--- src/rtl/assert_macros.svh ---
// Assertion helpers shared by the draw engine modules.
// Each macro expects signals named clk and rst_n in the calling module.
`ifndef ASSERT_MACROS_SVH
`define ASSERT_MACROS_SVH

// Same-cycle implication.
`define ASSERT_IMPL(name, ante, cons, msg) \
    name: assert property (@(posedge clk) disable iff (!rst_n) (ante) |-> (cons)) \
        else $error(msg);

// Next-cycle implication.
`define ASSERT_NEXT(name, ante, cons, msg) \
    name: assert property (@(posedge clk) disable iff (!rst_n) (ante) |=> (cons)) \
        else $error(msg);

`endif

--- src/rtl/crbde_pkg.sv ---
// ----------------------------------------------------------------------------
// crbde_pkg
// Shared widths, codes and controller/datapath interface types for the
// clipped rectangle blend draw engine.
// ----------------------------------------------------------------------------
`default_nettype none

package crbde_pkg;

    localparam int COORD_W   = 11;
    localparam int COLOR_W   = 24;
    localparam int CHAN_W    = 8;
    localparam int WEIGHT_W  = 8;
    localparam int OP_W      = 3;
    localparam int CFG_IDX_W = 1;
    localparam int SEG_W     = 2;

    localparam int DEF_MAX_WIDTH  = 1024;
    localparam int DEF_MAX_HEIGHT = 1024;

    localparam logic [COORD_W-1:0] FRAME_W_RESET = 11'd800;
    localparam logic [COORD_W-1:0] FRAME_H_RESET = 11'd600;

    // configuration register indexes
    localparam logic [CFG_IDX_W-1:0] CFG_FRAME_WIDTH  = 1'b0;
    localparam logic [CFG_IDX_W-1:0] CFG_FRAME_HEIGHT = 1'b1;

    // command opcodes
    localparam logic [OP_W-1:0] OP_FILL    = 3'd0;
    localparam logic [OP_W-1:0] OP_HLINE   = 3'd1;
    localparam logic [OP_W-1:0] OP_VLINE   = 3'd2;
    localparam logic [OP_W-1:0] OP_OUTLINE = 3'd3;
    localparam logic [OP_W-1:0] OP_READ    = 3'd4;

    // outline edges, walked in this order
    localparam logic [SEG_W-1:0] SEG_TOP    = 2'd0;
    localparam logic [SEG_W-1:0] SEG_BOTTOM = 2'd1;
    localparam logic [SEG_W-1:0] SEG_LEFT   = 2'd2;
    localparam logic [SEG_W-1:0] SEG_RIGHT  = 2'd3;
    localparam logic [SEG_W-1:0] SEG_LAST   = SEG_RIGHT;

    typedef struct packed {
        logic             load;   // latch a new request
        logic             setup;  // clip segment and load walker
        logic             step;   // issue one pixel
        logic [SEG_W-1:0] seg;    // segment being set up
    } dp_cmd_t;

    typedef struct packed {
        logic seg_empty;  // clipped segment holds no pixel
        logic seg_last;   // walker sits on the segment's last pixel
        logic pipe_busy;  // read/blend pipeline still holds pixels
        logic multi_seg;  // request is an outline
    } dp_status_t;

endpackage

`default_nettype wire

--- src/rtl/crbde_ctrl.sv ---
// ----------------------------------------------------------------------------
// crbde_ctrl
// Request sequencer: accepts a request, steps through its clipped segments,
// waits for the pixel pipeline to empty and pulses done.
// ----------------------------------------------------------------------------
`default_nettype none
`include "assert_macros.svh"

module crbde_ctrl
    import crbde_pkg::*;
(
    input  wire logic       clk,
    input  wire logic       rst_n,
    input  wire logic       start,
    output logic            busy,
    output logic            done,
    output dp_cmd_t         cmd,
    input  wire dp_status_t status
);

    typedef enum logic [1:0] {
        S_IDLE,
        S_SETUP,
        S_WALK,
        S_DRAIN
    } state_t;

    state_t           state_reg, state_next;
    logic [SEG_W-1:0] seg_reg, seg_next;
    logic             done_reg, done_next;

    always_comb
    begin
        state_next = state_reg;
        seg_next   = seg_reg;
        done_next  = 1'b0;
        cmd        = '0;
        cmd.seg    = seg_reg;
        unique case (state_reg)
            S_IDLE:
            begin
                if (start)
                begin
                    cmd.load   = 1'b1;
                    seg_next   = SEG_TOP;
                    state_next = S_SETUP;
                end
            end
            S_SETUP:
            begin
                cmd.setup  = 1'b1;
                state_next = S_WALK;
            end
            S_WALK:
            begin
                cmd.step = !status.seg_empty;
                if (status.seg_empty || status.seg_last)
                begin
                    if (status.multi_seg && (seg_reg != SEG_LAST))
                    begin
                        seg_next   = seg_reg + SEG_W'(1);
                        state_next = S_SETUP;
                    end
                    else
                    begin
                        state_next = S_DRAIN;
                    end
                end
            end
            S_DRAIN:
            begin
                if (!status.pipe_busy)
                begin
                    done_next  = 1'b1;
                    state_next = S_IDLE;
                end
            end
            default:
            begin
                state_next = S_IDLE;
            end
        endcase
    end

    always_ff @(posedge clk or negedge rst_n)
    begin
        if (!rst_n)
        begin
            state_reg <= S_IDLE;
            seg_reg   <= SEG_TOP;
            done_reg  <= 1'b0;
        end
        else
        begin
            state_reg <= state_next;
            seg_reg   <= seg_next;
            done_reg  <= done_next;
        end
    end

    assign busy = (state_reg != S_IDLE);
    assign done = done_reg;

    `ASSERT_NEXT(a_accept_goes_busy, start && !busy, busy, "accepted request did not raise busy")
    `ASSERT_NEXT(a_done_single, done_reg, !done_reg, "done held longer than one cycle")
    `ASSERT_IMPL(a_step_in_walk, cmd.step, state_reg == S_WALK && !status.seg_empty,
                 "pixel issued outside a non-empty segment walk")

endmodule

`default_nettype wire

--- config.mk ---
export PLATFORM = sky130hd
export DESIGN_NAME = crbde_ctrl
export DESIGN_NICKNAME = d
export VERILOG_FILES = /design/src/rtl/crbde_pkg.sv /design/src/rtl/crbde_ctrl.sv
export VERILOG_INCLUDE_DIRS = /design/src /design/src/rtl
export SDC_FILE = /design/constraint.sdc
export NUM_CORES = 1
export LEC_CHECK = 0
export BUFFER_PORTS_ARGS = -buffer_cell sky130_fd_sc_hd__buf_4
export CORE_AREA = 2 2 39 41
export DETAILED_ROUTE_END_ITERATION = 16
export DIE_AREA = 0 0 41 43
export SLEW_MARGIN = 20
export SYNTH_ARGS = -nofsm -noshare
export SYNTH_HDL_FRONTEND = slang
export SYNTH_SLANG_ARGS = --single-unit
export TNS_END_PERCENT = 100
--- constraint.sdc ---
create_clock -name clk -period 2.05 [get_ports clk]
set_input_delay 0.205 -clock clk [delete_from_list [all_inputs] [get_ports clk]]
set_output_delay 0.205 -clock clk [all_outputs]
set_load 0.01 [all_outputs]
Word level (Yosys, flattened, before mapping)
Cells that the tools add are included.

word-level totals
  flip-flop bits (word level) = 5
  bits in latches = 0
  bits in writable memories = 0
  ROM bits = 0
  input port bits = 7
  logic and storage cells = 35
  memories = 0

cells by class
  add/sub/neg operators = 1
  multiply operators = 0
  divide/modulo/power cells = 0
  order comparisons = 0
  equal/unequal tests = 8
  shift operators = 0
  multiplexer cells = 15
  bitwise gates (word level) = 0
  reductions and logical operators = 8

operator list
  cell                                                                   count
  2-bit two-way mux                                                      7
  2-bit inequality test, second input constant                           5
  2-bit one-hot mux with 4 select lines                                  1
  1-bit two-way mux                                                      6
  2-bit equality test, second input constant                             2
  2-bit one-hot mux with 2 select lines                                  1
  4-bit AND reduction                                                    1
  2-bit nonzero test                                                     2
  3-bit AND reduction                                                    1
  2-bit by 1-bit adder with 2-bit output, second input constant          1
  2-bit by 1-bit equality test with 1-bit output, second input constant  1
  2-bit zero test                                                        1
  1-bit logical AND                                                      1
  1-bit zero test                                                        1
  1-bit logical OR                                                       1

Depth between registers and ports, before layout
Gate-level depths: netlist of run 1.

  depth in word-level cells = 5
  gate-level depth with buffers = 4
  depth with buffers taken out = 4

Worst setup path before layout of run 1
OpenSTA, ideal clock, no wires.

  path type = flip-flop to flip-flop
  start = reg seg_reg[0]
  end = reg seg_reg[0]
  library setup time = 0.144 ns
  arrival = 1.082 ns
  required time = 1.906 ns
  path slack = 0.824 ns
  cell stages (with the launch flop) = 4
  cells stage by stage = dfrtp_1 > ha_1 > o311ai_0 > o311ai_1

on the way
  longest elaborated chain between the ends = 4
  elaborated cells on any way between the ends = 8
  those cells by class = add/sub (1); eq/ne (2); mux (3); reduce/logical (2)

RTL lines
  item                                                                                    RTL line                            text
  start, declared                                                                         crbde_ctrl.sv:29                    logic [SEG_W-1:0] seg_reg, seg_next;
  start signal, assigned                                                                  crbde_ctrl.sv:96                    seg_reg <= seg_next;
  2-bit by 1-bit adder with 2-bit output / 2-bit inequality test (equally long branches)  crbde_ctrl.sv:61, crbde_ctrl.sv:59
  2-bit two-way mux / 1-bit logical AND (equally long branches)                           crbde_ctrl.sv:59                    if (status.multi_seg && (seg_reg != SEG_LAST))
  2-bit two-way mux / 2-bit inequality test (equally long branches)                       -
  2-bit one-hot mux with 2 select lines / 4-bit AND reduction (equally long branches)     -

Several ways; a longest one is shown, not always the timed one. The select of a mux whose other input is x is not followed.
A chain may end at the register's enable or synchronous reset.

==> flow_results.org, run 1 <==
** Outcome
- The run finished with clean final reports.

** Floorplan
- Row generation in the floorplan step produced 14 rows.
- Area of the die :: between 1500 and 2000 µm²
- Num ports :: 14
- Die boundary width :: approximately 41 µm
- Core area :: around 1400 µm²
- Overall die height :: between 40 and 50 µm
- Starting density of the core :: 0.209

** GRT
- In the global route stage, met3 resource usage came out at 0.0262.
- Entering global routing, the biggest net connects 10 pins.
- For this run, global-route usage on met1 was measured as 0.127.
- For this run, the total global-route usage over all layers was measured as 0.0916.
- The layer flagged by global routing as most heavily used is met1.
- The first global-routing pass estimated 1.06 mm of wire.
- Leftover overflow at the end of global routing :: 0
- For met2 alone, demand over resource in global routing was 0.109.
- The initial antenna violation count was 0.
- The number of global-route vias before repair was about 250.

** Yosys
- Adder-cell area share of the yosys netlist :: 0.0433
- Among all flip-flop cells after synthesis, the most frequent one is sky130_fd_sc_hd__dfrtp_1.
- Register bit count reported by yosys :: 5
- By count the netlist is led by 5 x sky130_fd_sc_hd__dfrtp_1, 5 x sky130_fd_sc_hd__nor2_1, 4 x sky130_fd_sc_hd__inv_1.
- Of the total synthesized cell area, the portion taken by XOR and XNOR cells is 0.
- Compound-Gate Fraction of Synth Area :: 0.255
- Average footprint of a synthesized cell :: ~9 µm²
- The number of different library cells used by synthesis comes to 17.
- Of the total synthesized cell area, the portion taken by AND, OR, NAND and NOR gates is 0.216.
- In the synthesized netlist the async set-or-reset flop fraction comes to 1.00.
- The mapped netlist covers 289 µm².
- By area, the combinational part of the netlist is dominated by compound AO/OA/AOI/OAI gates.
- Post-synthesis cell type with the largest combined area :: sky130_fd_sc_hd__dfrtp_1
- Dominant cells by area after synthesis :: sky130_fd_sc_hd__dfrtp_1 43%, sky130_fd_sc_hd__nor2_1 6.5%, sky130_fd_sc_hd__o311ai_0 6.1%, sky130_fd_sc_hd__o311ai_1 6.1%, sky130_fd_sc_hd__inv_1 5.2%
- Seq/Total Area, Yosys :: 0.433
- Number of warnings issued by yosys :: 0
- After synthesis, the share of cell area in mux cells is 0.
- After technology mapping, the gate count stands at 32.
- Share of the synthesized area in the top cell type :: 0.433
- Number of enable flip-flop cells after synthesis :: 0
- Synthesis produced a netlist with a net count of 40.

** Clock tree
- Worst-Skew Late Latency :: approximately 240 ps
- TritonCTS clock tree :: done
- CTS saw 5 sinks.
- Worst-path clk slew :: around 50 ps
- The number of gates resized after CTS was 0.
- Once the clock tree was built, the setup fixing pass inserted 0 buffers.
- CTS placed an instance of sky130_fd_sc_hd__clkbuf_4 at the clock tree root.
- The clock passes through at most 2 buffers.
- Htree depth :: 1
- Num CTS Buffers :: 3
- After clock tree synthesis, the flow added hold-fix buffers numbering 1.

** Route
- Total number of vias :: ~290
- Routed wirelength normalized by instance count :: 9.53 µm
- The detailed router finished its first iteration with 15 violations.
- For this block, the routed nets add up to around 630 µm of wire.
- In the routed design, unresolved DRC markers number 0.
- In the routed layout, each cell is associated on average with a via count of between 4 and 5.
- Post-route antenna net violation count :: 0
- DR pass1 iterations :: 3

** Worst setup path
- Setup slack on the worst reg-to-reg path comes out at around 750 ps.
- Arrival time at the worst endpoint :: ~1200 ps
- Setup CP Type :: reg2out
- Maximum fanout along the worst path :: 9
- For the worst flop-to-flop path, the logic depth is 3.
- Worst r2r src :: seg_reg[0]
- In this run the critical register-to-register path is captured at seg_reg[0].
- Endpoint required time on the critical path :: 1850 ps
- The worst setup path is launched from a register.
- The worst setup path is captured at an output port.

** Finish
- Share of post-route cells with drive strength above 1 :: 0.420
- NumNets Final :: 59
- Non-filler cells, final :: 66
- Number of antenna diodes :: 0
- Area grow syn2layout :: 53.2%
- After routing the design area is between 400 and 500 µm².

** Flow run
- The tool flagged a number of max-cap violations equal to 0.

** Place
- OpenSTA, run right after detailed placement, puts the worst setup slack at 777 ps.
- Half-perimeter wire length after detailed placement :: around 510 µm
- Summing all placed instances gives a cell area of roughly 410 µm².
- Port buffering added 13 buffers.
- Cells after DPL :: between 60 and 70
- GP Congestion :: a little over 0.8

** STA
- Unrepaired setup endpoints after global routing :: false
- Setup total negative slack on the finished layout was measured at 0 ps.
- In the post-route analysis, the smallest setup slack over all paths is 603 ps.
- Number of failing hold endpoints at the final stage :: 0
- Dividing the final minimum period by the clock period gives 0.706.
- Timing would allow up to 691 MHz.
- Max-slew violations :: 0
- Setup Skew :: 3.16 ps
- Min cycle time layout :: roughly 1400 ps
- Setup violations remaining at the end of the flow were counted as 0.
- For the pin with the worst max-slew slack, the measured transition is between 300 and 400 ps.
- Headroom to the max-slew limit came out at 0.783.
- On the final layout, the worst hold slack is roughly 220 ps.

** Min path
- Origin of the worst min-delay path :: status[1]
- Worst hold stages :: 2
- Type of the worst min-delay path :: in2reg
- Worst Hold Path EP :: state_reg[0]

** Power
- Summed over all cells, the static leakage comes to about 0.00022 µW.
- Power density over the cells :: approximately 1300 nW/µm²
- Max IR drop VDD :: a little under 0.5 mV
## critical path, cell delays in order, from the launching register on
cell and delay [ps]:
sky130_fd_sc_hd__dfrtp_1 470, sky130_fd_sc_hd__or2_2 320, sky130_fd_sc_hd__nor2_1 90, sky130_fd_sc_hd__buf_4 120
## kinds of logic after synthesis
group | Yosys count
AND/OR/NAND/NOR | 12
buffers and inverters | 4
AO/OA/AOI/OAI | 10
flip-flops | 5
adder cells (fa/ha/maj) | 1
## how the worst max path moves through the flow
stage	to	depth (start not counted)	slack [ps]	startpoint
floorplan	seg_reg[0]	3	820	seg_reg[0]
global placement	seg_reg[0]	3	800	seg_reg[0]
detailed placement	seg_reg[0]	3	780	seg_reg[0]
CTS	cmd[4]	3	600	state_reg[1]
global route	cmd[4]	3	510	state_reg[1]
finish	cmd[4]	3	600	state_reg[1]
## layout make-up
cell class / instances / area, µm²
inverter: 4 / 15.0
clock buffer: 4 / 26.3
fill: 137 / 941
timing repair buffer: 14 / 108
sequential: 5 / 125
multi-input combinational: 23 / 149
tap: 16 / 20.0
## metal layers
| metal | vias to the layer above | wire (µm) |
|---|---|---|
| met2 | 13 | 260 |
| met4 | 0 | 11 |
| met3 | 2 | 55 |
| li1 | 151 | - |
| met1 | 123 | 301 |
| met5 | - | 0 |
## cells in the final DEF, fill, tap and decap left out, drive strengths merged
cell type and instances:
nand2 1, dlygate4sd3 1, o21ai 2, o311ai 4, a211oi 1, a21oi 1
or2 2, nand2b 2, a31o 1, a21o 1, buf 13, nor2b 1
inv 4, clkbuf 4, ha 1, dfrtp 5, nor2 6
## power breakdown
| group | switching, µW | total [µW] | internal, µW |
|---|---|---|---|
| Sequential | 61.2 | 201 | 140 |
| Combinational | 118 | 264 | 146 |
| Clock | 42.8 | 117 | 73.8 |
## metrics by stage
stage / total power (µW) / util
floorplan: 343 / -
global placement: 464 / 0.294
detailed placement: 466 / 0.294
CTS: 588 / 0.320
global route: 634 / 0.320
finish: 581 / 0.320
(Power assumes the default switching activity.)
==> run 2: changes to the inputs <==
clock period = 1.38 ns   (was 2.05 ns; I/O delays follow)
==> run 2 against run 1 <==
  * Clock skew decreased by 2.1 ps
  * Largest power group unchanged
  * Global-route usage decreased by 0.29 points
  * Via count increased by 2.4%
  * Core utilization increased by 2.5 points
  * Critical path type unchanged
  * Highest routed layer unchanged
  * Combinational power increased by 91%
==> flow_results.org, run 2 (synthesis results as in run 1) <==
** Outcome
- Run status :: complete, no violations

** Power
- Power density over the cells :: 2010 nW/µm² (+53%)
- The cell internal power dissipation came to 610 µW (+70%).
- Cell leakage power :: 0.000242 µW (+8.2%)
- The switching share of power came to 0.365 (-0.0162).
- Max IR drop VDD :: 0.833 mV (+69%)
- The proportion of power drawn by flip-flops and latches came to 0.298 (-0.048).
- The portion of total power attributed to the clock network is 0.178 (-0.023).
- Switching power :: 351 µW (+59%)
- Relative contribution of combinational cells to total power :: 0.524 (+0.070)

** GRT
- Leftover overflow at the end of global routing :: 0 (unchanged)
- The maximum number of pins on one net before global-route repair came to 10 (unchanged).
- The overall fraction of global-route tracks in use is 0.0887 (-0.00293).
- Global-route wire length before repair :: 1.01 mm (-4.5%)
- The initial antenna violation count is 0 (unchanged).
- The number of global-route vias before repair is 248 (-1.2%).

** STA
- Setup repair after global routing left no endpoint under its margin.
- Worst slew slack as a fraction of its limit :: 0.795 (+0.0116)
- Period Utilization, post-route :: 0.959
- The final setup violation count came to 0 (unchanged).
- Worst slew pin tran :: 304 ps (-17.2 ps)
- Min cycle time layout :: between 1000 and 1500 ps
- The worst setup skew after layout is 1.02 ps (-2.14 ps).
- Derived from the worst setup path, the maximum achievable clock frequency is 756 MHz.
- Max-slew violations :: 0 (unchanged)
- Number of failing hold endpoints at the final stage :: 0 (unchanged)
- The aggregate negative setup slack came to 0 ps (unchanged).
- The slack of the critical path came to 56.5 ps (-546 ps).

** Finish
- The number of inserted diodes came to 0 (unchanged).
- The library cell used most frequently in the layout, excluding fill and tap cells, is sky130_fd_sc_hd__buf_4.
- NumNets Final :: 63 (+6.8%)
- Leading cell types in the layout, fill and taps excluded :: 17 x sky130_fd_sc_hd__buf_4, 4 x sky130_fd_sc_hd__inv_1, 4 x sky130_fd_sc_hd__nor2_1
- Cell area after layout :: 478 µm² (+7.9%)
- Number of fill cells in the layout :: 144 (+5.1%)
- Area grow syn2layout :: 65.4%
- The final core area utilization was 0.345 (+0.0253).
- The proportion of layout cells with a drive suffix above 1 came to 0.519 (+0.0985).
- The number of cells in the finished layout apart from fillers is 70 (+6.1%).

** Floorplan
- Starting density of the core :: 0.209 (unchanged)
- Die boundary width :: 41 µm (unchanged)
- The row count was 14 (unchanged).
- The total die area was 1760 µm² (unchanged).
- Num ports :: 14 (unchanged)
- Core area :: 1380 µm² (unchanged)
- Overall die height :: 43 µm (unchanged)

** Worst setup path
- Arrival time at the worst endpoint :: 1190 ps (-50 ps)
- The worst setup path is launched from a register.
- The critical path is of the reg2out type.
- The kind of cell with the highest combined delay along the critical path is flip-flops.
- The endpoint identified for the worst register-to-register timing path is seg_reg[0].
- Worst path cell trace :: or2_2 > nor2_2 > buf_4
- The slowest stage of the critical path is the sky130_fd_sc_hd__dfrtp_2 cell.
- Maximum fanout along the worst path :: 6 (-3)
- Crit end category :: output port
- Worst r2r src :: seg_reg[0]
- Crit-path max cell delay :: 430 ps (-40 ps)
- Crit path buf inv count :: 1 (unchanged)
- The worst reg-to-reg setup slack was 80 ps (-670 ps).
- Endpoint required time on the critical path :: 1240 ps (-610 ps)
- The number of cells on the worst reg-to-reg path came to 3 (unchanged).

** Clock tree
- In this run the clock root is driven by a sky130_fd_sc_hd__clkbuf_4.
- TritonCTS clock tree :: done
- Num CTS Buffers :: 3 (unchanged)
- The buffer levels on the longest clock path came to 2 (unchanged).
- Worst-path clk slew :: 40 ps (about the same)
- TritonCTS sink count :: 5 (unchanged)
- The latest clock arrival within the worst-skew pair came to 240 ps (about the same).
- The H-tree depth was 1 (unchanged).

** Route
- Routed wirelength normalized by instance count :: 9.60 µm (+0.73%)
- Avg Vias per Cell :: 4.23 (-3.4%)
- The count of TritonRoute iterations in the first routing pass is 2 (-1).
- The detailed router's first-iteration violation count came to 4 (-11).
- Total number of vias :: 296 (+2.4%)
- The number of antenna-violating nets in the routed design was 0 (unchanged).
- Wire length after detailed routing :: 672 µm (+6.8%)
- DRC violation count after routing :: 0 (unchanged)

** Place
- The global placer's final weighted congestion came to 0.811 (-0.45%).
- DP Area :: 407 µm² (unchanged)
- Half-perimeter wire length after detailed placement :: 519 µm (+2.1%)
- The worst slack at placement is 83.0 ps (-694 ps).
- The count of placed standard cells including taps is 61 (unchanged).
- Number of port buffers :: 13 (unchanged)

** Min path
- The worst hold path belongs to the class in2reg.
- Worst hold stages :: 2 (unchanged)
- The path with the worst hold slack has its endpoint at state_reg[0].
- The startpoint identified for the worst hold timing path is status[1].

** Flow run
- Number of max-capacitance violations reported :: 0 (unchanged)
## run 2: cell count changes in the layout (fill, tap and decap cells not counted)
cell                       previous run  this run
sky130_fd_sc_hd__buf_4               13        17
sky130_fd_sc_hd__dfrtp_1              5         3
sky130_fd_sc_hd__dfrtp_2              0         2
sky130_fd_sc_hd__nor2_1               5         4
sky130_fd_sc_hd__nor2_2               1         2
sky130_fd_sc_hd__o311ai_0             2         1
sky130_fd_sc_hd__o311ai_1             2         3
## run 2: area by class of cell
cell class              instances  area, µm²  area share
repair buffers                 18        138       0.288
multi-input cells              23        151       0.317
inverters                       4       15.0      0.0314
clock buffers                   4       26.3      0.0550
flip-flops and latches          5        128       0.267
well taps                      16       20.0      0.0419
## run 2: worst max-delay path by stage
stage,startpoint,to,cells past startpoint
floorplan,seg_reg[0],seg_reg[0],3
global placement,seg_reg[0],seg_reg[0],3
detailed placement,seg_reg[0],seg_reg[0],3
CTS,state_reg[1],cmd[4],3
global route,state_reg[0],cmd[4],3
finish,state_reg[0],cmd[4],3
## run 2: power groups by stage
stage	sequential [µW]	combinational, µW	clock [µW]
after CTS	297	395	174
after global routing	292	553	179
after floorplan	293	217	0
after detailed placement	299	392	0
after global placement	301	388	0
final	287	504	171
## run 2: through the flow
step	hold WS [ps]	power (µW)
floorplan	-158	509
global placement	-54.8	689
detailed placement	-54.7	692
CTS	158	867
global route	166	1020
finish	157	962
## run 2: metal layers
metal | GRT usage | wire, µm | vias up
li1 | - | - | 161
met1 | 0.124 | 322 | 123
met2 | 0.100 | 297 | 10
met3 | 0.0157 | 43 | 2
met4 | 0.100 | 8 | 0
met5 | 0 | 0 | -
## run 2: what timing repair did
action	4_1_cts	5_1_grt
hold endpoints to repair	5	0
setup endpoints to repair	0	2
hold buffers	1	0
buffers inserted	0	4
gates resized for setup	0	4
